==> config.mk <==
export PLATFORM = sky130hd
export DESIGN_NAME = angular_rate_moving_average_flat
export DESIGN_NICKNAME = d
export VERILOG_FILES = /design/src/armavg_pkg.sv /design/src/armavg_if.sv /design/src/angular_rate_moving_average.sv /design/src/flat_wrapper.sv
export SDC_FILE = /design/constraint.sdc
export NUM_CORES = 2
export LEC_CHECK = 0
export ABC_AREA = 1
export BUFFER_PORTS_ARGS = -buffer_cell sky130_fd_sc_hd__buf_2
export CAP_MARGIN = 25
export CORE_AREA = 3 3 381 383
export CTS_BUF_LIST = sky130_fd_sc_hd__clkbuf_2 sky130_fd_sc_hd__clkbuf_4 sky130_fd_sc_hd__clkbuf_8
export CTS_CLUSTER_SIZE = 30
export DETAILED_ROUTE_END_ITERATION = 16
export DIE_AREA = 0 0 384 386
export PLACE_DENSITY_LB_ADDON = 0.15
export SYNTH_ARGS = -nofsm -noshare
export SYNTH_HDL_FRONTEND = slang
export SYNTH_SLANG_ARGS = --single-unit
export TNS_END_PERCENT = 10
==> constraint.sdc <==
create_clock -name clk -period 9 [get_ports clk]
set_clock_uncertainty 0.1 [all_clocks]
set_input_delay 0.45 -clock clk [delete_from_list [all_inputs] [get_ports clk]]
set_output_delay 0.45 -clock clk [all_outputs]
set_load 0.02 [all_outputs]
==> src/armavg_pkg.sv <==
// Shared constants and types for the angular rate moving average.
`timescale 1ns / 1ps
`default_nettype none

package armavg_pkg;

  // Axes: yaw, pitch, roll
  localparam int AXES   = 3;
  localparam int AXIS_W = 2;

  // Ring depth per axis
  localparam int WINDOW_DEPTH = 10;
  localparam int SLOT_W       = $clog2(WINDOW_DEPTH);
  localparam int CNT_W        = $clog2(WINDOW_DEPTH + 1);

  // Field widths
  localparam int ANGLE_W = 16;
  localparam int FREQ_W  = 16;
  localparam int STAMP_W = 32;
  localparam int RATE_W  = 28;

  // Internal widths
  localparam int DIFF_W = ANGLE_W + 1;
  localparam int PROD_W = ANGLE_W + FREQ_W + 1;
  localparam int SUM_W  = RATE_W + $clog2(WINDOW_DEPTH);
  localparam int DIV_W  = SUM_W;
  localparam int BITC_W = $clog2(DIV_W);

  // Half and full turn in 1/128 degree
  localparam logic signed [DIFF_W-1:0] HALF_TURN = 17'sd23040;
  localparam logic signed [DIFF_W-1:0] FULL_TURN = 17'sd46080;

  // Q.11 deg/s to Q.7 deg/s, round half up
  localparam logic signed [PROD_W-1:0] RND_BIAS   = 33'sd8;
  localparam int                       FRAC_SHIFT = 4;

  typedef logic signed [ANGLE_W-1:0] angle_t;
  typedef logic        [FREQ_W-1:0]  freq_t;
  typedef logic        [STAMP_W-1:0] stamp_t;
  typedef logic signed [RATE_W-1:0]  rate_t;
  typedef logic signed [DIFF_W-1:0]  diff_t;
  typedef logic signed [PROD_W-1:0]  prod_t;
  typedef logic signed [SUM_W-1:0]   sum_t;
  typedef logic        [DIV_W-1:0]   quo_t;
  typedef logic        [CNT_W-1:0]   cnt_t;
  typedef logic        [SLOT_W-1:0]  slot_t;

  // One ring row holds the rate of every axis
  typedef logic [AXES-1:0][RATE_W-1:0] rate_row_t;

endpackage

`default_nettype wire

==> src/armavg_if.sv <==
// Valid/ready channel interfaces for compass ticks and averaged rates.
`timescale 1ns / 1ps
`default_nettype none

interface armavg_in_if;
  import armavg_pkg::*;

  logic   valid;
  logic   ready;
  logic   sample_valid;
  angle_t yaw_angle;
  angle_t pitch_angle;
  angle_t roll_angle;
  stamp_t sample_time;
  freq_t  loop_rate;

  modport source (
    output valid, sample_valid, yaw_angle, pitch_angle, roll_angle, sample_time, loop_rate,
    input  ready
  );

  modport sink (
    input  valid, sample_valid, yaw_angle, pitch_angle, roll_angle, sample_time, loop_rate,
    output ready
  );
endinterface

interface armavg_out_if;
  import armavg_pkg::*;

  logic   valid;
  logic   ready;
  rate_t  yaw_rate;
  rate_t  pitch_rate;
  rate_t  roll_rate;
  stamp_t rate_time;

  modport source (
    output valid, yaw_rate, pitch_rate, roll_rate, rate_time,
    input  ready
  );

  modport sink (
    input  valid, yaw_rate, pitch_rate, roll_rate, rate_time,
    output ready
  );
endinterface

`default_nettype wire

==> src/angular_rate_moving_average.sv <==
// Top level: angular rate moving average over a ring of per-axis rates.
`timescale 1ns / 1ps
`default_nettype none

// Takes compass ticks (yaw, pitch, roll in 1/128 degree) and gives, for each
// tick with a nonzero loop rate, the mean angular rate per axis over the last
// WINDOW_DEPTH ticks (fewer while the ring fills), in 1/128 deg/s, together
// with the timestamp of the latest valid reading. A tick with zero loop rate
// is taken and gives no word. Any other tick passes the difference, multiply
// and round, sum update, divider set-up, divide and final states in order:
// one shared 17x16 multiplier serves the three axes in turn, and three
// bit-serial dividers work one quotient bit a cycle over SUM_W bits. A new
// tick is taken once the previous one has left for the output register; the
// result word waits there for its sink. The rate ring is one synchronous
// memory of WINDOW_DEPTH rows, read once and written once per tick; a row
// read before it has been written is ignored.
module angular_rate_moving_average (
  input  wire           clk,
  input  wire           rst,
  armavg_in_if.sink     sample_in,
  armavg_out_if.source  rate_out
);
  import armavg_pkg::*;

  typedef enum logic [7:0] {
    ST_IDLE = 8'b0000_0001,
    ST_DIFF = 8'b0000_0010,
    ST_MUL  = 8'b0000_0100,
    ST_RND  = 8'b0000_1000,
    ST_UPD  = 8'b0001_0000,
    ST_DSET = 8'b0010_0000,
    ST_DIV  = 8'b0100_0000,
    ST_DONE = 8'b1000_0000
  } state_t;

  state_t             state;
  logic               in_acc;

  // Angle state
  angle_t             cur_ang  [AXES];
  angle_t             prev_ang [AXES];
  stamp_t             cur_stamp;

  // Per-tick working registers
  freq_t              freq_q;
  angle_t             diff_q   [AXES];
  prod_t              prod_q;
  logic [AXIS_W-1:0]  axis;
  rate_t              rate_new [AXES];

  // Ring bookkeeping
  sum_t               sums     [AXES];
  slot_t              slot;
  logic               full_q;
  cnt_t               count_q;

  // Rate ring
  rate_row_t          hist_mem [WINDOW_DEPTH];
  rate_row_t          rd_row;

  // Divider lanes
  logic [CNT_W-1:0]   rem      [AXES];
  quo_t               quo      [AXES];
  logic               neg      [AXES];
  logic [BITC_W-1:0]  bit_cnt;

  // Output register
  logic               out_valid_q;
  rate_t              out_rate [AXES];
  stamp_t             out_stamp;

  // Combinational helpers
  diff_t              d_raw    [AXES];
  angle_t             d_wrap   [AXES];
  prod_t              prod_rnd;
  prod_t              prod_shr;
  sum_t               old_rate [AXES];
  sum_t               sum_upd  [AXES];
  quo_t               mag      [AXES];
  logic [CNT_W:0]     shifted  [AXES];
  logic               fits     [AXES];
  logic [CNT_W-1:0]   rem_next [AXES];
  quo_t               quo_next [AXES];
  quo_t               res      [AXES];
  rate_row_t          wr_row;
  cnt_t               slot_inc;
  logic               wrap_end;

  assign in_acc          = sample_in.valid && sample_in.ready;
  assign sample_in.ready = (state == ST_IDLE);

  assign rate_out.valid      = out_valid_q;
  assign rate_out.yaw_rate   = out_rate[0];
  assign rate_out.pitch_rate = out_rate[1];
  assign rate_out.roll_rate  = out_rate[2];
  assign rate_out.rate_time  = out_stamp;

  // Axis difference, wrapped into one half turn either way
  always_comb begin
    for (int a = 0; a < AXES; a++) begin
      d_raw[a] = $signed({cur_ang[a][ANGLE_W-1], cur_ang[a]})
               - $signed({prev_ang[a][ANGLE_W-1], prev_ang[a]});
      if (d_raw[a] > HALF_TURN) begin
        d_wrap[a] = angle_t'(d_raw[a] - FULL_TURN);
      end else if (d_raw[a] < -HALF_TURN) begin
        d_wrap[a] = angle_t'(d_raw[a] + FULL_TURN);
      end else begin
        d_wrap[a] = angle_t'(d_raw[a]);
      end
    end
  end

  // Q.11 product to Q.7 rate; magnitude stays inside the rate bound
  always_comb begin
    prod_rnd = prod_q + RND_BIAS;
    prod_shr = prod_rnd >>> FRAC_SHIFT;
  end

  // Running sums, ring row and fill count
  always_comb begin
    for (int a = 0; a < AXES; a++) begin
      old_rate[a] = full_q ? sum_t'($signed(rd_row[a])) : '0;
      sum_upd[a]  = sums[a] + sum_t'(rate_new[a]) - old_rate[a];
      wr_row[a]   = rate_new[a];
    end
    slot_inc = cnt_t'(slot) + 1'b1;
    wrap_end = (slot_inc == cnt_t'(WINDOW_DEPTH));
  end

  // Divider: magnitude set-up, one restoring step, signed result
  always_comb begin
    for (int a = 0; a < AXES; a++) begin
      mag[a]      = (sums[a][SUM_W-1] ? quo_t'(-sums[a]) : quo_t'(sums[a]))
                  + quo_t'(count_q >> 1);
      shifted[a]  = {rem[a], quo[a][DIV_W-1]};
      fits[a]     = (shifted[a] >= {1'b0, count_q});
      rem_next[a] = fits[a] ? CNT_W'(shifted[a] - {1'b0, count_q})
                            : shifted[a][CNT_W-1:0];
      quo_next[a] = {quo[a][DIV_W-2:0], fits[a]};
      res[a]      = neg[a] ? (~quo[a] + quo_t'(1)) : quo[a];
    end
  end

  // Sequencer and state registers
  always_ff @(posedge clk) begin
    if (rst) begin
      state       <= ST_IDLE;
      axis        <= '0;
      slot        <= '0;
      full_q      <= 1'b0;
      bit_cnt     <= '0;
      out_valid_q <= 1'b0;
      cur_stamp   <= '0;
      for (int a = 0; a < AXES; a++) begin
        cur_ang[a]  <= '0;
        prev_ang[a] <= '0;
        sums[a]     <= '0;
      end
    end else begin
      // the final state reloads the output register itself
      if (rate_out.ready && state != ST_DONE) begin
        out_valid_q <= 1'b0;
      end
      case (state)
        ST_IDLE: begin
          if (in_acc) begin
            if (sample_in.sample_valid) begin
              prev_ang[0] <= cur_ang[0];
              prev_ang[1] <= cur_ang[1];
              prev_ang[2] <= cur_ang[2];
              cur_ang[0]  <= sample_in.yaw_angle;
              cur_ang[1]  <= sample_in.pitch_angle;
              cur_ang[2]  <= sample_in.roll_angle;
              cur_stamp   <= sample_in.sample_time;
            end
            if (sample_in.loop_rate != '0) begin
              freq_q <= sample_in.loop_rate;
              state  <= ST_DIFF;
            end
          end
        end
        ST_DIFF: begin
          for (int a = 0; a < AXES; a++) begin
            diff_q[a] <= d_wrap[a];
          end
          axis  <= '0;
          state <= ST_MUL;
        end
        ST_MUL: begin
          prod_q <= diff_q[axis] * $signed({1'b0, freq_q});
          state  <= ST_RND;
        end
        ST_RND: begin
          rate_new[axis] <= prod_shr[RATE_W-1:0];
          if (axis == AXIS_W'(AXES - 1)) begin
            axis  <= '0;
            state <= ST_UPD;
          end else begin
            axis  <= axis + 1'b1;
            state <= ST_MUL;
          end
        end
        ST_UPD: begin
          for (int a = 0; a < AXES; a++) begin
            sums[a] <= sum_upd[a];
          end
          if (wrap_end) begin
            slot    <= '0;
            full_q  <= 1'b1;
            count_q <= cnt_t'(WINDOW_DEPTH);
          end else begin
            slot    <= slot_inc[SLOT_W-1:0];
            count_q <= full_q ? cnt_t'(WINDOW_DEPTH) : slot_inc;
          end
          state <= ST_DSET;
        end
        ST_DSET: begin
          for (int a = 0; a < AXES; a++) begin
            quo[a] <= mag[a];
            rem[a] <= '0;
            neg[a] <= sums[a][SUM_W-1];
          end
          bit_cnt <= BITC_W'(DIV_W - 1);
          state   <= ST_DIV;
        end
        ST_DIV: begin
          for (int a = 0; a < AXES; a++) begin
            quo[a] <= quo_next[a];
            rem[a] <= rem_next[a];
          end
          bit_cnt <= bit_cnt - 1'b1;
          if (bit_cnt == '0) begin
            state <= ST_DONE;
          end
        end
        ST_DONE: begin
          if (!out_valid_q || rate_out.ready) begin
            for (int a = 0; a < AXES; a++) begin
              out_rate[a] <= res[a][RATE_W-1:0];
            end
            out_stamp   <= cur_stamp;
            out_valid_q <= 1'b1;
            state       <= ST_IDLE;
          end
        end
        default: begin
          state <= ST_IDLE;
        end
      endcase
    end
  end

  // Rate ring: read the row about to be overwritten on acceptance,
  // write the new row once the sums are updated. The next read only
  // follows after the write, as ticks are taken in idle alone.
  always_ff @(posedge clk) begin
    if (in_acc) begin
      rd_row <= hist_mem[slot];
    end
    if (state == ST_UPD) begin
      hist_mem[slot] <= wr_row;
    end
  end

  // A tick with zero loop rate leaves the block idle
  a_zero_rate_idle: assert property (@(posedge clk) disable iff (rst)
    in_acc && sample_in.loop_rate == '0 |=> state == ST_IDLE)
    else $error("zero loop rate tick started a computation");

  // Write slot stays inside the ring
  a_slot_range: assert property (@(posedge clk) disable iff (rst)
    {1'b0, slot} < (SLOT_W + 1)'(WINDOW_DEPTH))
    else $error("write slot outside the ring");

  // A result word appears only from the final state
  a_out_from_done: assert property (@(posedge clk) disable iff (rst)
    $rose(out_valid_q) |-> $past(state == ST_DONE))
    else $error("result word loaded outside the final state");

  // Every divider remainder is below the divisor at the end
  a_rem_bound: assert property (@(posedge clk) disable iff (rst)
    state == ST_DONE |-> rem[0] < count_q && rem[1] < count_q && rem[2] < count_q)
    else $error("divider remainder not below fill count");

  // The ring, once full, stays full until reset
  a_full_sticky: assert property (@(posedge clk) disable iff (rst)
    $fell(full_q) |-> $past(rst))
    else $error("ring full flag cleared without reset");

endmodule

`default_nettype wire

==> src/flat_wrapper.sv <==
// flat-port wrapper written by rule: the top's interface ports become plain ports
module angular_rate_moving_average_flat import armavg_pkg::*;
  (clk, rst, sample_in_valid, sample_in_sample_valid, sample_in_yaw_angle, sample_in_pitch_angle, sample_in_roll_angle, sample_in_sample_time, sample_in_loop_rate, sample_in_ready, rate_out_valid, rate_out_yaw_rate, rate_out_pitch_rate, rate_out_roll_rate, rate_out_rate_time, rate_out_ready);
  armavg_in_if sample_in_i ();
  armavg_out_if rate_out_i ();
  input  wire clk;
  input  wire rst;
  input wire logic [$bits(sample_in_i.valid)-1:0] sample_in_valid;
  input wire logic [$bits(sample_in_i.sample_valid)-1:0] sample_in_sample_valid;
  input wire logic [$bits(sample_in_i.yaw_angle)-1:0] sample_in_yaw_angle;
  input wire logic [$bits(sample_in_i.pitch_angle)-1:0] sample_in_pitch_angle;
  input wire logic [$bits(sample_in_i.roll_angle)-1:0] sample_in_roll_angle;
  input wire logic [$bits(sample_in_i.sample_time)-1:0] sample_in_sample_time;
  input wire logic [$bits(sample_in_i.loop_rate)-1:0] sample_in_loop_rate;
  output wire logic [$bits(sample_in_i.ready)-1:0] sample_in_ready;
  output wire logic [$bits(rate_out_i.valid)-1:0] rate_out_valid;
  output wire logic [$bits(rate_out_i.yaw_rate)-1:0] rate_out_yaw_rate;
  output wire logic [$bits(rate_out_i.pitch_rate)-1:0] rate_out_pitch_rate;
  output wire logic [$bits(rate_out_i.roll_rate)-1:0] rate_out_roll_rate;
  output wire logic [$bits(rate_out_i.rate_time)-1:0] rate_out_rate_time;
  input wire logic [$bits(rate_out_i.ready)-1:0] rate_out_ready;
  assign sample_in_i.valid = sample_in_valid;
  assign sample_in_i.sample_valid = sample_in_sample_valid;
  assign sample_in_i.yaw_angle = sample_in_yaw_angle;
  assign sample_in_i.pitch_angle = sample_in_pitch_angle;
  assign sample_in_i.roll_angle = sample_in_roll_angle;
  assign sample_in_i.sample_time = sample_in_sample_time;
  assign sample_in_i.loop_rate = sample_in_loop_rate;
  assign sample_in_ready = sample_in_i.ready;
  assign rate_out_valid = rate_out_i.valid;
  assign rate_out_yaw_rate = rate_out_i.yaw_rate;
  assign rate_out_pitch_rate = rate_out_i.pitch_rate;
  assign rate_out_roll_rate = rate_out_i.roll_rate;
  assign rate_out_rate_time = rate_out_i.rate_time;
  assign rate_out_i.ready = rate_out_ready;
  angular_rate_moving_average u_core (.clk(clk), .rst(rst), .sample_in(sample_in_i), .rate_out(rate_out_i));
endmodule
======== After elaboration in Yosys (flattened, before gate mapping) ========
Memories as Yosys holds them, arrays and structs flattened. A register that Yosys moved wholly into a read port is not among the register bits.
Cells that the tools add are included.
storage, ports and cells
  bits in registers ....................... 137
  bits in latches ......................... 0
  memory bits (writable) .................. 1359
  ROM bits ................................ 0
  bits of input ports ..................... 101
  output and inout bits ................... 118
  logic and storage cells ................. 187
  memories ................................ 10
memory list
  memory           words  width  rd ports  clocked after memory_dff  write ports  line                               text
  u_core.hist_mem  10     84     1         1                         1            angular_rate_moving_average.sv:58  rate_row_t hist_mem [WINDOW_DEPTH];
  u_core.quo       3      32     3         0                         3            angular_rate_moving_average.sv:63  quo_t quo [AXES];
  u_core.sums      3      32     3         0                         3            angular_rate_moving_average.sv:52  sum_t sums [AXES];
  u_core.out_rate  3      28     3         0                         3            angular_rate_moving_average.sv:69  rate_t out_rate [AXES];
  u_core.rate_new  3      28     3         0                         1            angular_rate_moving_average.sv:49  rate_t rate_new [AXES];
  u_core.cur_ang   3      16     3         0                         3            angular_rate_moving_average.sv:40  angle_t cur_ang [AXES];
  +4 memories      n/a    n/a    n/a       n/a                       n/a          n/a
cells by class
  $add $sub $neg .......................... 31
  multiply operators ...................... 1
  divide/modulo/power cells ............... 0
  magnitude comparators ................... 9
  equality and inequality tests ........... 15
  shift operators ......................... 0
  mux-type cells .......................... 75
  bitwise gates (word level) .............. 19
  reductions and logical operators ........ 16
operator list
  operator                                                      number
  two-way mux 32 bit                                            12
  two-way mux 16 bit                                            12
  adder 32 x 28 -> 32 bit                                       3
  adder 32 x 3 -> 32 bit                                        3
  negation 32 bit                                               3
  subtractor 32 bit                                             3
  adder 28 x 1 -> 28 bit, second input constant                 3
  two-way mux 28 bit                                            3
  NOT 28 bit                                                    3
  case mux 8 bit (8 select lines)                               1
  > comparator 17 x 16 -> 1 bit, second input constant          3
  less-than comparator 17 x 16 -> 1 bit, second input constant  3
  subtractor 16 x 16 -> 17 bit                                  3
  adder 16 bit, second input constant                           3
  subtractor 16 bit, second input constant                      3
  adder 32 x 5 -> 32 bit, second input constant                 1
  multiplier 16 x 17 -> 32 bit                                  1
  two-way mux 8 bit                                             4
  two-way mux 1 bit                                             30
  two-way mux 4 bit                                             7
  nonzero test 16 bit                                           1
  greater-or-equal comparator 5 x 4 -> 1 bit                    3
  OR 1 bit                                                      15
  subtractor 4 bit                                              3
  30 further kinds                                              40

======== Logic depth before layout (Yosys ltp) ========
  depth after elaboration ................. 7
  mapped depth ............................ 31
  depth with buffers taken out ............ 28

======== Worst setup path after synthesis ========
Ideal clock, no wire load.
  kind .................................... register -> register
  from .................................... register u_core.slot[1]
  to ...................................... memory u_core.hist_mem[8][0] in the netlist's numbering (enable)
  setup time .............................. 0.630 ns
  data arrival time ....................... 7.143 ns
  data required time ...................... 8.270 ns
  path slack .............................. 1.127 ns
  cell stages (with the launch flop) ...... 8
  path buffers ............................ 3
  period minus slack after synthesis ...... 7.873 ns
  cells stage by stage .................... dfxtp_1 > clkbuf_1 > inv_1 > clkbuf_1 > clkbuf_1 > ha_1 > nand2_1 > nor3_1
RTL lines
  what                    line                                text
  from (decl)             angular_rate_moving_average.sv:53   slot_t slot;
  from (signal assigned)  angular_rate_moving_average.sv:212  slot <= slot_inc[SLOT_W-1:0];
  to (decl)               angular_rate_moving_average.sv:58
Straight into the memory's write port.

==> out/results.ini <==
[outcome]
status = complete, no violations

[hold_path]
holdPathStages = 3
whs_endpoint = u_core.cur_stamp[20]
timing.hold.worst.start = sample_in_sample_valid
hp-class = in2reg

[clocking]
post_cts_buffers = 0
insertion_delay_ns = 0.98
holdBufCountCts = 100
cts-resized-gates = 0
cts_buffers = 275
ctsHtreeMaxLevel = 5
cts_tree = done
clock_path_buffers = 4
cts.sink_count = 1579
root_buffer = clkbuf_8
clkTransAtPathRegs_ns = 0.06

[synthesis]
syn-cell-area_um2 = 88050
synth_compound_area_frac = 0.08969
yosysMostFrequentCell = nand2_1
synth_nets = 9714
yosys.area_share.adder = 0.1099
syn_inst = 9017
synth_top_family_by_area = simple AND/OR/NAND/NOR gates
synth_area_leader_cell = edfxtp_1
yosys.area_share.simple = 0.1699
ys_types = 69
synth.area.top_cells = edfxtp_1, nand2_1, fa_1
synth.top_cells.by_count = nand2_1, edfxtp_1, inv_1
ys_ff_latch = 1579
seq_area_frac_synth = 0.5322
synthMuxAreaShare = 0
ys_warn_count = 0
synth_edf_count = 1524
synth_async_sr_flop_share = 0
synth_top_area_share = 0.5197
synthFlopType = edfxtp_1
yosys.area_share.xor_xnor = 0.02450
syn_area_per_cell_um2 = 9.765

[timing]
worst_pin_slew_ns = 1.167
setup_violations = 0
fmax_mhz = 135.5
finalSetupTns_ns = 0
layout_min_cycle_time_ns = 7.380
max_slew_margin = 0.2162
hold_ws_ns = 0.1187
rsz0062_at_grt = no
slew_viol_final = 0
hold_viol = 0
finalCritPeriodShare = 0.8200

[power_and_ir_drop]
power_density_nw_per_um2 = 260.8
ir_drop_uv = 579.4
p_leak_nw = 40.99

[die]
start_util = 0.6211
io_pins = 219
dieArea_um2 = 148200
dieWidth_um = 384
num_rows = 138
die_h_um = 386
core_area_um2 = 141800

[global_routing]
busiest_layer = met2
antenna_found_initial = 1
overflow = 0
grt_pass1_wl_um = 346800
grt_max_degree = 144
use_met1 = 0.4110
use_met3 = 0.04882
grt.total_usage = 0.3015
grt_pass1_vias = 62867
gr-usage-met2 = 0.4803

[routing]
drc_errors = 0
wl_per_cell_um = 19.45
vias_per_cell = 5.623
first_pass_iters = 6
totalWireLength_um = 223600
detail-route-antenna-nets = 0
vias = 64625
initialDrtViolationCount = 6511

[worst_setup_path]
reg2reg_depth = 24
path_cells = inv_1 -> nand2_1 -> nand3_1 -> o21ai_0 -> inv_1 -> nand2_1 -> fa_1 -> fa_1 -> fa_1 -> fa_1 -> inv_1 -> fa_1 -> inv_1 -> fa_1 -> inv_1 -> ha_1 -> nand2_1 -> nor2_1 -> inv_1 -> o21ai_0 -> a31oi_1 -> o21ai_0 -> a21oi_1 -> xor2_1
r2r_setup_slack_ns = 1.62
cpPeakStageDelay_ns = 0.61
critPathCaptureType = flop
cp_num_buf_inv = 6
start_kind = flop
crit_type = reg2reg
worstPathRequired_ns = 9.58
critPathSlowestCell = dfxtp_1
path_delay_family = adder cells
arrival_ns = 7.96
path_max_fanout = 17
r2r-end = u_core.prod_q[24]

[placement]
dp_hpwl_um = 151400
dp_cells = 10928
port-buffer-count = 218
gp_congestion = 0.9389

[final_layout]
finalNonFillerCells = 11492
drive_above_1_share = 0.1018
layout.nets = 10112
syn2layout_area_growth_pct = 10.69

[flow_run]
drv_cap = 0

tightest hold or removal path: stages:
cell	delay (ns)
buf_2	0.12
nand3_4	0.40
o21ai_0	0.12
routing by layer:
layer	up-vias	share of wire	wire length [um]
met5	-	0	0
met4	0	0.048	10720
met3	571	0.084	18720
met2	2694	0.46	102400
met1	30564	0.41	91730
li1	30796	-	-
layout make-up:
class / instances / area [um^2]
Clock inverter: 95 / 733.2
Antenna cell: 7 / 17.52
Sequential cell: 1579 / 46880
Tap cell: 1890 / 2365
Timing Repair Buffer: 399 / 2741
Fill cell: 10724 / 44290
Clock buffer: 362 / 4501
Multi-Input combinational cell: 5734 / 34860
Inverter: 1426 / 5371
cell families after synthesis:
group / Yosys count
and+or+nand+nor: 3501
buffers and inverters: 1704
DFF: 1579
AOI/OAI and AO/OA: 1404
adders and majority gates: 596
xor gates and xnor gates: 233
layout by cell type, fill, tap and decap left out, types with 24 or more instances in the layout:
cell / Yosys / routed
nand2_1: 1635 / 1633
edfxtp_1: 1524 / 1524
inv_1: 1386 / 1385
nor2_1: 1104 / 1094
o21ai_0: 686 / 684
nand3_1: 390 / 389
ha_1: 300 / 300
fa_1: 296 / 296
clkbuf_8: 0 / 285
a21oi_1: 266 / 266
buf_2: 28 / 218
o22ai_1: 178 / 178
xor2_1: 149 / 149
dlygate4sd3_1: 0 / 100
o211ai_1: 86 / 86
clkbuf_4: 0 / 77
buf_4: 3 / 77
xnor2_1: 76 / 76
nand4_1: 71 / 71
nor3_1: 71 / 62
clkinv_1: 8 / 53
nand2_2: 51 / 51
dfxtp_1: 55 / 51
nor2_2: 33 / 33
nor2_4: 22 / 32
o21ai_1: 29 / 31
a31oi_1: 31 / 31
nand3_2: 30 / 30
inv_2: 30 / 29
clkinv_2: 1 / 25
a21o_1: 24 / 24
o21bai_1: 24 / 24
power by group:
group | internal [mW] | total [mW] | leakage, nW | switching, mW
sequential | 8.82 | 9.00 | 14.5 | 0.183
combinational | 3.70 | 10.0 | 23.8 | 6.34
clock | 3.56 | 6.38 | 2.73 | 2.83
flip-flops by register name, indices dropped and copies added, names as in the netlist, 12 cells and up, named ones only:
register / cells
u_core.cur_ang: 48
u_core.out_rate: 84
u_core.cur_stamp: 32
u_core.diff_q: 48
u_core.rate_new: 84
u_core.freq_q: 16
u_core.prev_ang: 48
u_core.rd_row: 84
u_core.prod_q: 29
u_core.hist_mem: 840
u_core.sums: 96
u_core.quo: 96
u_core.rate_out.rate_time: 32
u_core.rem: 12
worst max-delay path by stage:
stage | startpoint | endpoint | slack, ns | cells after the start
after floorplan | u_core.slot[1] | u_core.hist_mem[8][0] | 1.13 | 7
after CTS | flop | u_core.prod_q[24] | 1.61 | 24
final | flop | u_core.prod_q[24] | 1.62 | 24
after global routing | flop | u_core.prod_q[24] | 0.93 | 24
after detailed placement | flop | u_core.prod_q[24] | 1.66 | 24
after global placement | flop | u_core.prod_q[24] | 1.80 | 24
stage by stage:
step / setup WS [ns] / util / power (mW) / area [um^2]
finish: 1.620 / 0.6876 / 25.42 / 97470
global route: 0.9279 / 0.6875 / 27.29 / 97450
CTS: 1.615 / 0.6874 / 25.57 / 97450
detailed placement: 1.663 / 0.6435 / 19.13 / 91220
global placement: 1.796 / 0.6432 / 19.03 / 91180
floorplan: 1.127 / - / 16.62 / 88050
No activity file was read; power rests on OpenSTA's default activity.
